**config.mk**
```make
export PLATFORM = sky130hd
export DESIGN_NAME = button_click_classifier_flat
export DESIGN_NICKNAME = d
export VERILOG_FILES = /design/src/rtl/core/bcc_pkg.sv /design/src/rtl/core/bcc_if.sv /design/src/rtl/core/bcc_step.sv /design/src/rtl/core/button_click_classifier.sv /design/src/flat_wrapper.sv
export SDC_FILE = /design/constraint.sdc
export NUM_CORES = 1
export LEC_CHECK = 0
export ABC_AREA = 1
export BUFFER_PORTS_ARGS = -buffer_cell sky130_fd_sc_hd__clkbuf_2
export CORE_ASPECT_RATIO = 0.6
export CORE_UTILIZATION = 57
export CTS_CLUSTER_DIAMETER = 40
export CTS_CLUSTER_SIZE = 40
export DETAILED_ROUTE_END_ITERATION = 8
export PLACE_DENSITY_LB_ADDON = 0.3
export SYNTH_ARGS = -nofsm -noshare
export SYNTH_HDL_FRONTEND = slang
export SYNTH_SLANG_ARGS = --single-unit
```
**constraint.sdc**
```tcl
create_clock -name clk -period 3.3 [get_ports clk]
set_clock_uncertainty 0.05 [all_clocks]
set_input_delay 0.33 -clock clk [delete_from_list [all_inputs] [get_ports clk]]
set_output_delay 0.33 -clock clk [all_outputs]
set_load 0.03 [all_outputs]
```
**src/rtl/core/bcc_pkg.sv**
```systemverilog
// types and constants of the button click classifier
package bcc_pkg;

	// debounce phase codes
	localparam logic [1:0] PH_IDLE        = 2'd0;
	localparam logic [1:0] PH_DEB_PRESS   = 2'd1;
	localparam logic [1:0] PH_PRESSED     = 2'd2;
	localparam logic [1:0] PH_DEB_RELEASE = 2'd3;

	// event codes
	localparam logic [2:0] EV_NONE   = 3'd0;
	localparam logic [2:0] EV_LONG   = 3'd1;
	localparam logic [2:0] EV_SINGLE = 3'd2;
	localparam logic [2:0] EV_DOUBLE = 3'd3;
	localparam logic [2:0] EV_TRIPLE = 3'd4;

	// configuration register indexes
	localparam int unsigned CFG_IDX_W = 2;
	localparam logic [CFG_IDX_W-1:0] REG_DEBOUNCE   = 2'd0;
	localparam logic [CFG_IDX_W-1:0] REG_LONG_PRESS = 2'd1;
	localparam logic [CFG_IDX_W-1:0] REG_MULTICLICK = 2'd2;

	localparam int unsigned CFG_DATA_W = 16;

	// register reset values
	localparam logic [CFG_DATA_W-1:0] DEBOUNCE_RST   = 16'd20;
	localparam logic [CFG_DATA_W-1:0] LONG_PRESS_RST = 16'd800;
	localparam logic [CFG_DATA_W-1:0] MULTICLICK_RST = 16'd400;

	localparam logic [3:0] CLICKS_MAX = 4'd15;

	typedef struct packed {
		logic [CFG_DATA_W-1:0] debounce_ticks;
		logic [CFG_DATA_W-1:0] long_press_ticks;
		logic [CFG_DATA_W-1:0] multiclick_ticks;
	} cfg_regs_t;

	// control flags of the debounce machine
	typedef struct packed {
		logic [1:0] phase;
		logic       long_reported;
		logic [3:0] clicks;
		logic       awake;
	} ctrl_t;

endpackage

```
**src/rtl/core/bcc_if.sv**
```systemverilog
// handshake channels of the button click classifier

// tick item channel
interface bcc_tick_if;
	logic valid;
	logic ready;
	logic pin_level;
	logic edge_seen;

	modport source (output valid, output pin_level, output edge_seen, input ready);
	modport sink (input valid, input pin_level, input edge_seen, output ready);
endinterface

// result item channel
interface bcc_result_if;
	logic       valid;
	logic       ready;
	logic [2:0] event_res;
	logic       polling;
	logic       held;

	modport source (output valid, output event_res, output polling, output held,
		input ready);
	modport sink (input valid, input event_res, input polling, input held,
		output ready);
endinterface

// configuration write channel
interface bcc_cfg_if;
	logic                             valid;
	logic                             ready;
	logic [bcc_pkg::CFG_IDX_W-1:0]    index;
	logic [bcc_pkg::CFG_DATA_W-1:0]   data;

	modport source (output valid, output index, output data, input ready);
	modport sink (input valid, input index, input data, output ready);
endinterface

```
**src/rtl/core/bcc_step.sv**
```systemverilog
// next-state and event logic for one tick of the debounce machine
module bcc_step #(
	parameter int unsigned TIMER_BITS = 16
) (
	input  bcc_pkg::cfg_regs_t    cfg_regs,
	input  bcc_pkg::ctrl_t        ctrl_cur,
	input  logic [TIMER_BITS-1:0] countdown_cur,
	input  logic [TIMER_BITS-1:0] hold_cur,
	input  logic                  pin_level,
	input  logic                  edge_seen,
	output bcc_pkg::ctrl_t        ctrl_nxt,
	output logic [TIMER_BITS-1:0] countdown_nxt,
	output logic [TIMER_BITS-1:0] hold_nxt,
	output logic [2:0]            event_res,
	output logic                  held
);

	localparam logic [32:0] TMAX_W = (33'd1 << TIMER_BITS) - 33'd1;
	localparam logic [TIMER_BITS-1:0] ONE = TIMER_BITS'(1);

	logic [TIMER_BITS-1:0] deb_ld;
	logic [TIMER_BITS-1:0] long_ld;
	logic [TIMER_BITS-1:0] mc_ld;

	// zero reads as one, values above the timer range saturate
	function automatic logic [32:0] clip(input logic [bcc_pkg::CFG_DATA_W-1:0] v);
		logic [32:0] w;
		w = {17'd0, v};
		if (w == 33'd0)
			w = 33'd1;
		if (w > TMAX_W)
			w = TMAX_W;
		return w;
	endfunction

	always_comb begin
		deb_ld  = TIMER_BITS'(clip(cfg_regs.debounce_ticks));
		long_ld = TIMER_BITS'(clip(cfg_regs.long_press_ticks));
		mc_ld   = TIMER_BITS'(clip(cfg_regs.multiclick_ticks));
	end

	// debounce phase update, then click run countdown
	always_comb begin
		bcc_pkg::ctrl_t        c;
		logic [TIMER_BITS-1:0] cd;
		logic [TIMER_BITS-1:0] hd;
		logic [2:0]            ev;
		c  = ctrl_cur;
		cd = countdown_cur;
		hd = hold_cur;
		ev = bcc_pkg::EV_NONE;

		if (edge_seen)
			c.awake = 1'b1;

		if (c.awake) begin
			unique case (c.phase)
				bcc_pkg::PH_IDLE: begin
					if (!pin_level) begin
						c.phase = bcc_pkg::PH_DEB_PRESS;
						cd = deb_ld;
					end
				end
				bcc_pkg::PH_DEB_PRESS: begin
					if (!pin_level) begin
						cd = cd - ONE;
						if (cd == '0) begin
							c.phase = bcc_pkg::PH_PRESSED;
							hd = '0;
							c.long_reported = 1'b0;
						end
					end else begin
						c.phase = bcc_pkg::PH_IDLE;
					end
				end
				bcc_pkg::PH_PRESSED: begin
					if (hd != '1)
						hd = hd + ONE;
					if (!c.long_reported && hd >= long_ld) begin
						c.long_reported = 1'b1;
						ev = bcc_pkg::EV_LONG;
					end
					if (pin_level) begin
						c.phase = bcc_pkg::PH_DEB_RELEASE;
						cd = deb_ld;
					end
				end
				default: begin
					if (pin_level) begin
						cd = cd - ONE;
						if (cd == '0) begin
							c.phase = bcc_pkg::PH_IDLE;
							if (!c.long_reported) begin
								if (c.clicks != bcc_pkg::CLICKS_MAX)
									c.clicks = c.clicks + 4'd1;
								cd = mc_ld;
							end else begin
								c.awake = 1'b0;
							end
						end
					end else begin
						c.phase = bcc_pkg::PH_PRESSED;
					end
				end
			endcase

			// click run timeout
			if (c.clicks != 4'd0 && c.phase == bcc_pkg::PH_IDLE && cd != '0) begin
				cd = cd - ONE;
				if (cd == '0) begin
					case (c.clicks)
						4'd1:    ev = bcc_pkg::EV_SINGLE;
						4'd2:    ev = bcc_pkg::EV_DOUBLE;
						4'd3:    ev = bcc_pkg::EV_TRIPLE;
						default: ev = bcc_pkg::EV_NONE;
					endcase
					c.clicks = 4'd0;
					c.awake = 1'b0;
				end
			end
		end

		ctrl_nxt      = c;
		countdown_nxt = cd;
		hold_nxt      = hd;
		event_res     = ev;
		held          = (c.phase == bcc_pkg::PH_PRESSED) ||
			(c.phase == bcc_pkg::PH_DEB_RELEASE);
	end

endmodule

```
**src/rtl/core/button_click_classifier.sv**
```systemverilog
// top level of the button click classifier
//
// Usage: one tick item per millisecond on the tick channel carries the raw
// active-low pin level and an edge flag. Each tick gives exactly one item on
// the result channel: the event code (none, long press, single, double,
// triple click), whether the block is still polling and whether the button
// is held. Registers are written on the cfg channel, which is always ready;
// index 0 debounce ticks, 1 long press ticks, 2 multiclick ticks. Write them
// only while no tick is in flight.
// Result: the result of a tick is registered and valid in the cycle after the tick is taken.
// Throughput: one tick per cycle while result.ready is high; the debounce state and
// the result register are both updated in the accepting cycle.
// Reset: all state returns to asleep/idle with zero counters, registers take
// 20, 800 and 400, and no result is pending.
// Stall: while the result register holds an item the receiver has not taken,
// tick.ready is low; it is high again in the cycle the item is taken.
module button_click_classifier #(
	parameter int unsigned TIMER_BITS = 16
) (
	input  logic                clk,
	input  logic                arst_n,
	bcc_tick_if.sink            tick,
	bcc_result_if.source        result,
	bcc_cfg_if.sink             cfg
);

	bcc_pkg::cfg_regs_t    cfg_q;
	bcc_pkg::ctrl_t        ctrl_q;
	bcc_pkg::ctrl_t        ctrl_nxt;
	logic [TIMER_BITS-1:0] countdown_q;
	logic [TIMER_BITS-1:0] countdown_nxt;
	logic [TIMER_BITS-1:0] hold_q;
	logic [TIMER_BITS-1:0] hold_nxt;
	logic [2:0]            event_nxt;
	logic                  held_nxt;
	logic                  out_valid_q;
	logic [2:0]            event_q;
	logic                  polling_q;
	logic                  held_q;
	logic                  take;

	assign cfg.ready = 1'b1;
	assign tick.ready = !out_valid_q || result.ready;
	assign take = tick.valid && tick.ready;

	// configuration registers
	always_ff @(posedge clk or negedge arst_n) begin
		if (!arst_n) begin
			cfg_q.debounce_ticks   <= bcc_pkg::DEBOUNCE_RST;
			cfg_q.long_press_ticks <= bcc_pkg::LONG_PRESS_RST;
			cfg_q.multiclick_ticks <= bcc_pkg::MULTICLICK_RST;
		end else if (cfg.valid) begin
			unique case (cfg.index)
				bcc_pkg::REG_DEBOUNCE:   cfg_q.debounce_ticks   <= cfg.data;
				bcc_pkg::REG_LONG_PRESS: cfg_q.long_press_ticks <= cfg.data;
				bcc_pkg::REG_MULTICLICK: cfg_q.multiclick_ticks <= cfg.data;
				default: ;
			endcase
		end
	end

	// per-tick update logic
	bcc_step #(
		.TIMER_BITS (TIMER_BITS)
	) u_step (
		.cfg_regs      (cfg_q),
		.ctrl_cur      (ctrl_q),
		.countdown_cur (countdown_q),
		.hold_cur      (hold_q),
		.pin_level     (tick.pin_level),
		.edge_seen     (tick.edge_seen),
		.ctrl_nxt      (ctrl_nxt),
		.countdown_nxt (countdown_nxt),
		.hold_nxt      (hold_nxt),
		.event_res     (event_nxt),
		.held          (held_nxt)
	);

	// debounce machine state
	always_ff @(posedge clk or negedge arst_n) begin
		if (!arst_n) begin
			ctrl_q.phase         <= bcc_pkg::PH_IDLE;
			ctrl_q.long_reported <= 1'b0;
			ctrl_q.clicks        <= 4'd0;
			ctrl_q.awake         <= 1'b0;
			countdown_q          <= '0;
			hold_q               <= '0;
		end else if (take) begin
			ctrl_q      <= ctrl_nxt;
			countdown_q <= countdown_nxt;
			hold_q      <= hold_nxt;
		end
	end

	// result item valid
	always_ff @(posedge clk or negedge arst_n) begin
		if (!arst_n) begin
			out_valid_q <= 1'b0;
		end else if (take) begin
			out_valid_q <= 1'b1;
		end else if (result.ready) begin
			out_valid_q <= 1'b0;
		end
	end

	// result item payload
	always_ff @(posedge clk) begin
		if (take) begin
			event_q   <= event_nxt;
			polling_q <= ctrl_nxt.awake;
			held_q    <= held_nxt;
		end
	end

	assign result.valid     = out_valid_q;
	assign result.event_res = event_q;
	assign result.polling   = polling_q;
	assign result.held      = held_q;

endmodule

```
**src/flat_wrapper.sv**
```systemverilog
// flat-port wrapper written by rule: the top's interface ports become plain ports
module button_click_classifier_flat 
#(
	parameter int unsigned TIMER_BITS = 16
)
  (clk, arst_n, tick_valid, tick_pin_level, tick_edge_seen, tick_ready, result_valid, result_event_res, result_polling, result_held, result_ready, cfg_valid, cfg_index, cfg_data, cfg_ready);
  bcc_tick_if tick_i ();
  bcc_result_if result_i ();
  bcc_cfg_if cfg_i ();
  input  logic clk;
  input  logic arst_n;
  input wire logic [$bits(tick_i.valid)-1:0] tick_valid;
  input wire logic [$bits(tick_i.pin_level)-1:0] tick_pin_level;
  input wire logic [$bits(tick_i.edge_seen)-1:0] tick_edge_seen;
  output wire logic [$bits(tick_i.ready)-1:0] tick_ready;
  output wire logic [$bits(result_i.valid)-1:0] result_valid;
  output wire logic [$bits(result_i.event_res)-1:0] result_event_res;
  output wire logic [$bits(result_i.polling)-1:0] result_polling;
  output wire logic [$bits(result_i.held)-1:0] result_held;
  input wire logic [$bits(result_i.ready)-1:0] result_ready;
  input wire logic [$bits(cfg_i.valid)-1:0] cfg_valid;
  input wire logic [$bits(cfg_i.index)-1:0] cfg_index;
  input wire logic [$bits(cfg_i.data)-1:0] cfg_data;
  output wire logic [$bits(cfg_i.ready)-1:0] cfg_ready;
  assign tick_i.valid = tick_valid;
  assign tick_i.pin_level = tick_pin_level;
  assign tick_i.edge_seen = tick_edge_seen;
  assign tick_ready = tick_i.ready;
  assign result_valid = result_i.valid;
  assign result_event_res = result_i.event_res;
  assign result_polling = result_i.polling;
  assign result_held = result_i.held;
  assign result_i.ready = result_ready;
  assign cfg_i.valid = cfg_valid;
  assign cfg_i.index = cfg_index;
  assign cfg_i.data = cfg_data;
  assign cfg_ready = cfg_i.ready;
  button_click_classifier #(.TIMER_BITS(TIMER_BITS)) u_core (.clk(clk), .arst_n(arst_n), .tick(tick_i), .result(result_i), .cfg(cfg_i));
endmodule
```
==> results of run 1 <==
==> cell type report <==
| class | instances | area (sq um) |
|---|---|---|
| Timing Repair Buffer | 239 | 1958 |
| Tap cell | 165 | 206.4 |
| Multi-Input combinational cell | 808 | 4747 |
| Clock inverter | 6 | 57.56 |
| Inverter | 150 | 588.1 |
| Sequential cell | 94 | 2387 |
| Clock buffer | 10 | 239.0 |
| Fill cell | 745 | 2073 |
==> worst max-delay path by stage <==
stage,cells after the start,slack (ns),endpoint
finish,26,-0.43,u_core.result.polling
global route,26,-0.57,u_core.result.polling
CTS,30,-0.22,u_core.ctrl_q[5]
detailed placement,29,-0.50,u_core.result.event_res[0]
global placement,27,-0.25,u_core.result.event_res[0]
floorplan,24,0.001,u_core.result.polling
==> logic make-up after synthesis <==
kind of cell             count (synthesis)  synth area share
AND/OR/NAND/NOR                        547            0.3438
AO/OA/AOI/OAI                          223            0.1694
buffers and inverters                  192            0.1029
flip-flops                              94            0.3278
adder cells (fa/ha/maj)                 22           0.03779
XOR/XNOR                                12           0.01649
other                                    1         0.0005149
multiplexers                             1          0.001374
==> critical path: stages, from the launching register on <==
cell      delay, ns
dfrtp_1        0.41
nor2_2         0.22
nand2_2        0.12
buf_4          0.15
nor2_1         0.09
nand2_1        0.08
nand2_1        0.08
nand2_1        0.07
nor2_1         0.11
nand2_2        0.08
nor2_4         0.22
nand2_2        0.12
nand2_1        0.08
nand2_1        0.05
nand2_1        0.05
nand2_1        0.06
nand2_2        0.13
ha_4           0.18
nand2_4        0.08
nor2_4         0.18
nand3b_1       0.10
nand2_1        0.09
nand4_1        0.15
nor2_4         0.22
nand3_4        0.15
nand2_2        0.10
inv_2          0.03
==> repair_timing <==
action / CTS / global route
resized for setup: 63 / 124
buffers inserted: 48 / 19
pin swaps: 56 / 53
cloned: 2 / 2
hold buffers: 0 / 0
endpoints found under the setup margin: 26 / 26
==> flip-flops by register name (all words and copies together), names as in the netlist <==
signal / flops
u_core.result.valid: 1
u_core.hold_q: 16
u_core.result.held: 1
u_core.cfg_q: 48
u_core.result.polling: 1
u_core.result.event_res: 3
u_core.countdown_q: 16
u_core.ctrl_q: 8
==> per-layer routing <==
| metal | part of all wire | routed length, um | vias to the layer above |
|---|---|---|---|
| li1 | - | - | 4008 |
| met1 | 0.39 | 11240 | 4197 |
| met2 | 0.42 | 12220 | 772 |
| met3 | 0.14 | 4148 | 192 |
| met4 | 0.045 | 1300 | 0 |
| met5 | 0 | 0 | - |
==> metrics by stage <==
stage / std cells / hold WS, ns
finish: 1472 / 0.04699
global route: 1472 / 0.1255
CTS: 1453 / 0.09277
detailed placement: 1391 / 0.4205
global placement: 1391 / 0.4159
floorplan: 1092 / -0.01559
==> layout by cell type (no fill, tap or decap), types with 20 or more instances in the layout <==
cell type and count:
a21oi_1 30, nand2_2 50, buf_6 21, o21ai_1 24, inv_1 130, dfrtp_1 81, nand2_1 273, nor2_1 55
o21ai_0 95, clkbuf_2 30, buf_4 176, nand3_1 53, nor2_4 20
==> report_power, final <==
| group | leakage (uW) | internal, uW | switching, uW |
|---|---|---|---|
| clock network | 0.000148 | 554 | 536 |
| logic | 0.00368 | 2550 | 3330 |
| registers | 0.00116 | 1460 | 274 |
| total | 0.00499 | 4560 | 4140 |
==> impl_metrics.yaml, run 1 <==
finish:
  nets: 1349
  final_area_sq_mm: 0.01018
  num_antenna_cells: 0
  areaGrowthSynthToFinish_pct: 39.82
  drive_above_1_share: 0.3389
  utilization: 0.8308
floorplanning:
  start_util: 0.5942
  fp.dieW_um: 147.9
  die-area_sq_mm: 0.01325
  die_y_um: 89.56
  core_sq_mm: 0.01226
  boundaryPins: 33
  rows: 31
clock_network:
  cts_max_path_buffers: 2
  cts-root-buf: "clkbuf_16"
  cts.sinks: 94
  cts_tree: "yes"
  numCtsBuffers: 9
  clk_pin_slew_worst_paths_ns: 0.08
  clock_latency_ns: 0.36
  cts-htree-levels: 3
placement:
  portBuffers: 31
  pre_cts_slack_ns: -0.4965
  dp_hpwl_mm: 17.56
  placed_area_sq_mm: 0.008687
  gp_congestion: 0.9688
route:
  wl_per_cell_um: 19.63
  final_antenna_net_count: 0
  first_pass_iters: 9
  drt_iter0_markers: 1519
  drcViolationCount: 69
  wirelength_mm: 28.90
  vias: 9169
  viasPerCell: 6.229
synthesis:
  syn_nets: 1139
  synth_area_leaders: "dfrtp_1, nand2_1, o21ai_0"
  async_reset_ff_frac: 0.9468
  ys_warn_count: 0
  synth.avg_cell_area_sq_um: 6.670
  synthMostInstantiatedCell: "nand2_1"
  synth_cells: 1092
  netlist_area_sq_mm: 0.007283
  synth_top_cell_area_share: 0.2783
  synth_edf_count: 5
  ys.flop_type: "dfrtp_1"
  synth-seq-cells: 94
  synth_commonest_cells: "nand2_1, inv_1, o21ai_0, dfrtp_1, nor2_1"
  synth_top_area_cell: "dfrtp_1"
  ys_types: 50
  ys_seq_area_frac: 0.3278
grt:
  grt_pass1_wl_mm: 40.75
  antenna_found_initial: 0
  grtUsageMet2: 0.6184
  overflow: 0
  grtUsageMet1: 0.5472
  grt_pass1_vias: 8000
  busiest_layer: "met2"
  use_met3: 0.1286
  grt_max_degree: 73
  track_usage: 0.4048
worst_setup_path:
  r2r_slack_ns: -0.43
  critPathMaxFanout: 5
  ff2ff_path_depth: 26
  critPathKind: "flip-flop to flip-flop"
  reg2reg_to: "u_core.result.polling"
  setup.worst_path.start_class: "flip-flop"
  r2r-start: "u_core.countdown_q[3]"
  crit_path_start: "u_core.countdown_q[3]"
  critPathCaptureType: "flip-flop"
  cp.required_ns: 3.37
  crit_arrival_ns: 3.80
power:
  leakage_uw: 0.004985
  powerDensity_mw_per_mm2: 854.3
  vdd_ir_drop_max_mv: 0.5989
  power_uw: 8700
min_path:
  hold_class: "input port to asynchronous set/reset pin"
timing:
  rsz0062_at_grt: "yes"
  worstMarginPinSlew_ns: 1.209
  drv_slew: 0
  setup_viol: 26
  slew-limit-headroom: 0.1918
  timing_hold_violations_final: 0
  max_freq_mhz: 268.2
  fin_crit_sh: 1.130
  fin_crit_ns: 3.728
  fin_ws_ns: -0.4282
  setup_tns_ns: -8.683
flow_run:
  maxCapViolCount: 0
status:
  status: "finished with violations"
  violations: "DRC, setup timing"
No activity file was read; power rests on OpenSTA's default activity.
==> run 2: changes to the inputs <==
Settings changed: CORE_UTILIZATION 57 to 58, CTS_BUF_LIST set to sky130_fd_sc_hd__clkbuf_4 sky130_fd_sc_hd__clkbuf_8.
==> run 2 against run 1 <==
The flow finishes with violations (setup timing). Combinational power shrank 12%. Count of clock-buffer cells in the layout is the same. Die area fell by 1.7%. Wire length is 15% lower. Cell area fell by 6.5%. Critical path depth increased by 1. Fmax grew 2.8%. Worst hold slack improved by 0.093 ns. First-iteration DRC count shrank 28%. Clock power is 30% lower. Via count is 8.0% lower. Critical endpoint unchanged.
==> impl_metrics.yaml, run 2 (synthesis results as in run 1) <==
finish:
  final_area_sq_mm: 0.009525
  utilization: 0.7846
  largest_reg_flops: 48
  layout.cells.most_common: "nand2_1"
  final_cell_mix: "nand2_1, buf_4, inv_1, o21ai_0, dfrtp_1"
  num_antenna_cells: 0
  largestRegisters: "u_core.cfg_q (48), u_core.countdown_q (16), u_core.hold_q (16)"
  top_register: "u_core.cfg_q"
  drive_above_1_share: 0.2904
  nets: 1316
  areaGrowthSynthToFinish_pct: 30.79
route:
  final_antenna_net_count: 0
  top_layer: "met4"
  viasPerCell: 5.865
  drt_iter0_markers: 1099
  wl_met3_mm: 3.354
  first_pass_iters: 6
  drcViolationCount: 0
  met1_length_mm: 10.34
  wl_per_cell_um: 17.01
  dr_wl_met2_mm: 10.15
  vias: 8440
  wirelength_mm: 24.47
floorplanning:
  die_y_um: 88.80
  start_util: 0.5999
  core_sq_mm: 0.01214
  fp.dieW_um: 146.7
  die-area_sq_mm: 0.01302
  rows: 31
  boundaryPins: 33
status:
  status: "finished with violations"
  violations: "setup timing"
worst_setup_path:
  ff2ff_path_depth: 27
  r2r_slack_ns: -0.33
  crit_arrival_ns: 3.73
  critPathCaptureType: "flip-flop"
  reg2reg_to: "u_core.result.polling"
  cp.required_ns: 3.41
  critPathKind: "flip-flop to flip-flop"
  r2r-start: "u_core.countdown_q[1]"
  setup.worst_path.start_class: "flip-flop"
  critPathMaxFanout: 8
placement:
  placed_area_sq_mm: 0.008667
  gp_congestion: 0.9697
  portBuffers: 31
  dp_hpwl_mm: 17.10
timing:
  fin_crit_ns: 3.627
  setup_viol: 26
  timing_hold_violations_final: 0
  fin_ws_ns: -0.3269
  timing.hold.ws_ns: 0.1396
  drv_slew: 0
  fin_crit_sh: 1.099
  worstMarginPinSlew_ns: 1.160
  slew-limit-headroom: 0.2245
  rsz0062_at_grt: "yes"
  setup_tns_ns: -4.104
  max_freq_mhz: 275.7
power:
  leakage_uw: 0.004729
  vdd_ir_drop_max_mv: 0.5957
  powerDensity_mw_per_mm2: 802.9
  power_uw: 7648
min_path:
  worstHoldStart: "cfg_data[2]"
  hold_class: "input port to flip-flop"
  whs_endpoint: "u_core.cfg_q[34]"
  hold_path_depth: 3
grt:
  grt_pass1_vias: 7532
  grt_pass1_wl_mm: 38.09
  track_usage: 0.3796
  overflow: 0
  antenna_found_initial: 0
  grt_max_degree: 90
clock_network:
  numCtsBuffers: 9
  cts-root-buf: "clkbuf_8"
  clock_latency_ns: 0.39
  cts-htree-levels: 3
  cts_tree: "yes"
  cts_max_path_buffers: 2
  clk_pin_slew_worst_paths_ns: 0.11
  cts.sinks: 94
flow_run:
  maxCapViolCount: 0
run 2: changes by cell type in the layout (fill, tap and decap cells not counted), moves of 8 or more:
cell,before,now
a21oi_1,30,39
buf_4,176,155
buf_6,21,13
clkbuf_16,11,1
clkbuf_8,1,9
nand2_1,273,282
o21ai_0,95,104
run 2: timing repair:
item,CTS,global route
cloned,1,2
resized for setup,61,61
hold buffers,1,0
hold endpoints to repair,81,0
endpoints found under the setup margin,26,26
setup buffers,26,7
pin swaps,52,48
run 2: layer usage:
metal / track usage / vias up
met4: 0.1184 / 0
met5: 0 / -
met3: 0.1124 / 91
met2: 0.5653 / 557
li1: - / 3933
met1: 0.5320 / 3859
run 2: critical path, stage by stage (launching register included):
cell and delay (ns):
dfrtp_1 0.45, inv_2 0.10, ha_4 0.14, nand3_4 0.12, nor2_4 0.18, nand2_1 0.07
nand2_1 0.08, nand2_2 0.08, nor2_4 0.13, nand2_2 0.07, nor2_4 0.20, buf_12 0.15
nand3_2 0.05, nand2_1 0.08, nand2_1 0.07, nand2_2 0.10, nand2_4 0.07, ha_4 0.19
nand2_4 0.11, inv_2 0.05, nand2_2 0.06, nand4_1 0.11, nor2_1 0.14, nand2_2 0.11
nor2_4 0.15, nand3_4 0.14, nand2_1 0.10, inv_1 0.04
run 2: how the worst max path moves through the flow:
stage               cells after the start             startpoint                          to  slack [ns]
detailed placement                     30       u_core.hold_q[0]            u_core.ctrl_q[5]       -0.43
floorplan                              24  u_core.countdown_q[0]       u_core.result.polling       0.001
global placement                       27       u_core.hold_q[0]  u_core.result.event_res[0]       -0.26
global route                           27  u_core.countdown_q[1]       u_core.result.polling       -0.51
finish                                 27  u_core.countdown_q[1]       u_core.result.polling       -0.33
CTS                                    30       u_core.hold_q[1]            u_core.ctrl_q[5]       -0.25
run 2: area by class of cell:
class | instances | area [sq um]
Multi-Input combinational cell | 807 | 4537
Fill cell | 896 | 2615
Sequential cell | 94 | 2387
Timing Repair Buffer | 206 | 1615
Inverter | 150 | 583.1
Tap cell | 165 | 206.4
Clock buffer | 10 | 131.4
Clock inverter | 6 | 53.80
Timing Repair inverter | 1 | 11.26
run 2: power breakdown:
group / internal [uW] / total, uW / leakage (uW) / switching (uW)
sequential: 1460 / 1720 / 0.00116 / 262
combinational: 2240 / 5160 / 0.00347 / 2930
clock: 298 / 766 / 0.0000947 / 468
run 2: per-stage QoR:
stage | instances | worst slack [ns]
after detailed placement | 1390 | -0.4315
after global routing | 1439 | -0.5127
after floorplan | 1092 | 0.001378
after CTS | 1430 | -0.2527
final | 1439 | -0.3269
after global placement | 1390 | -0.2628
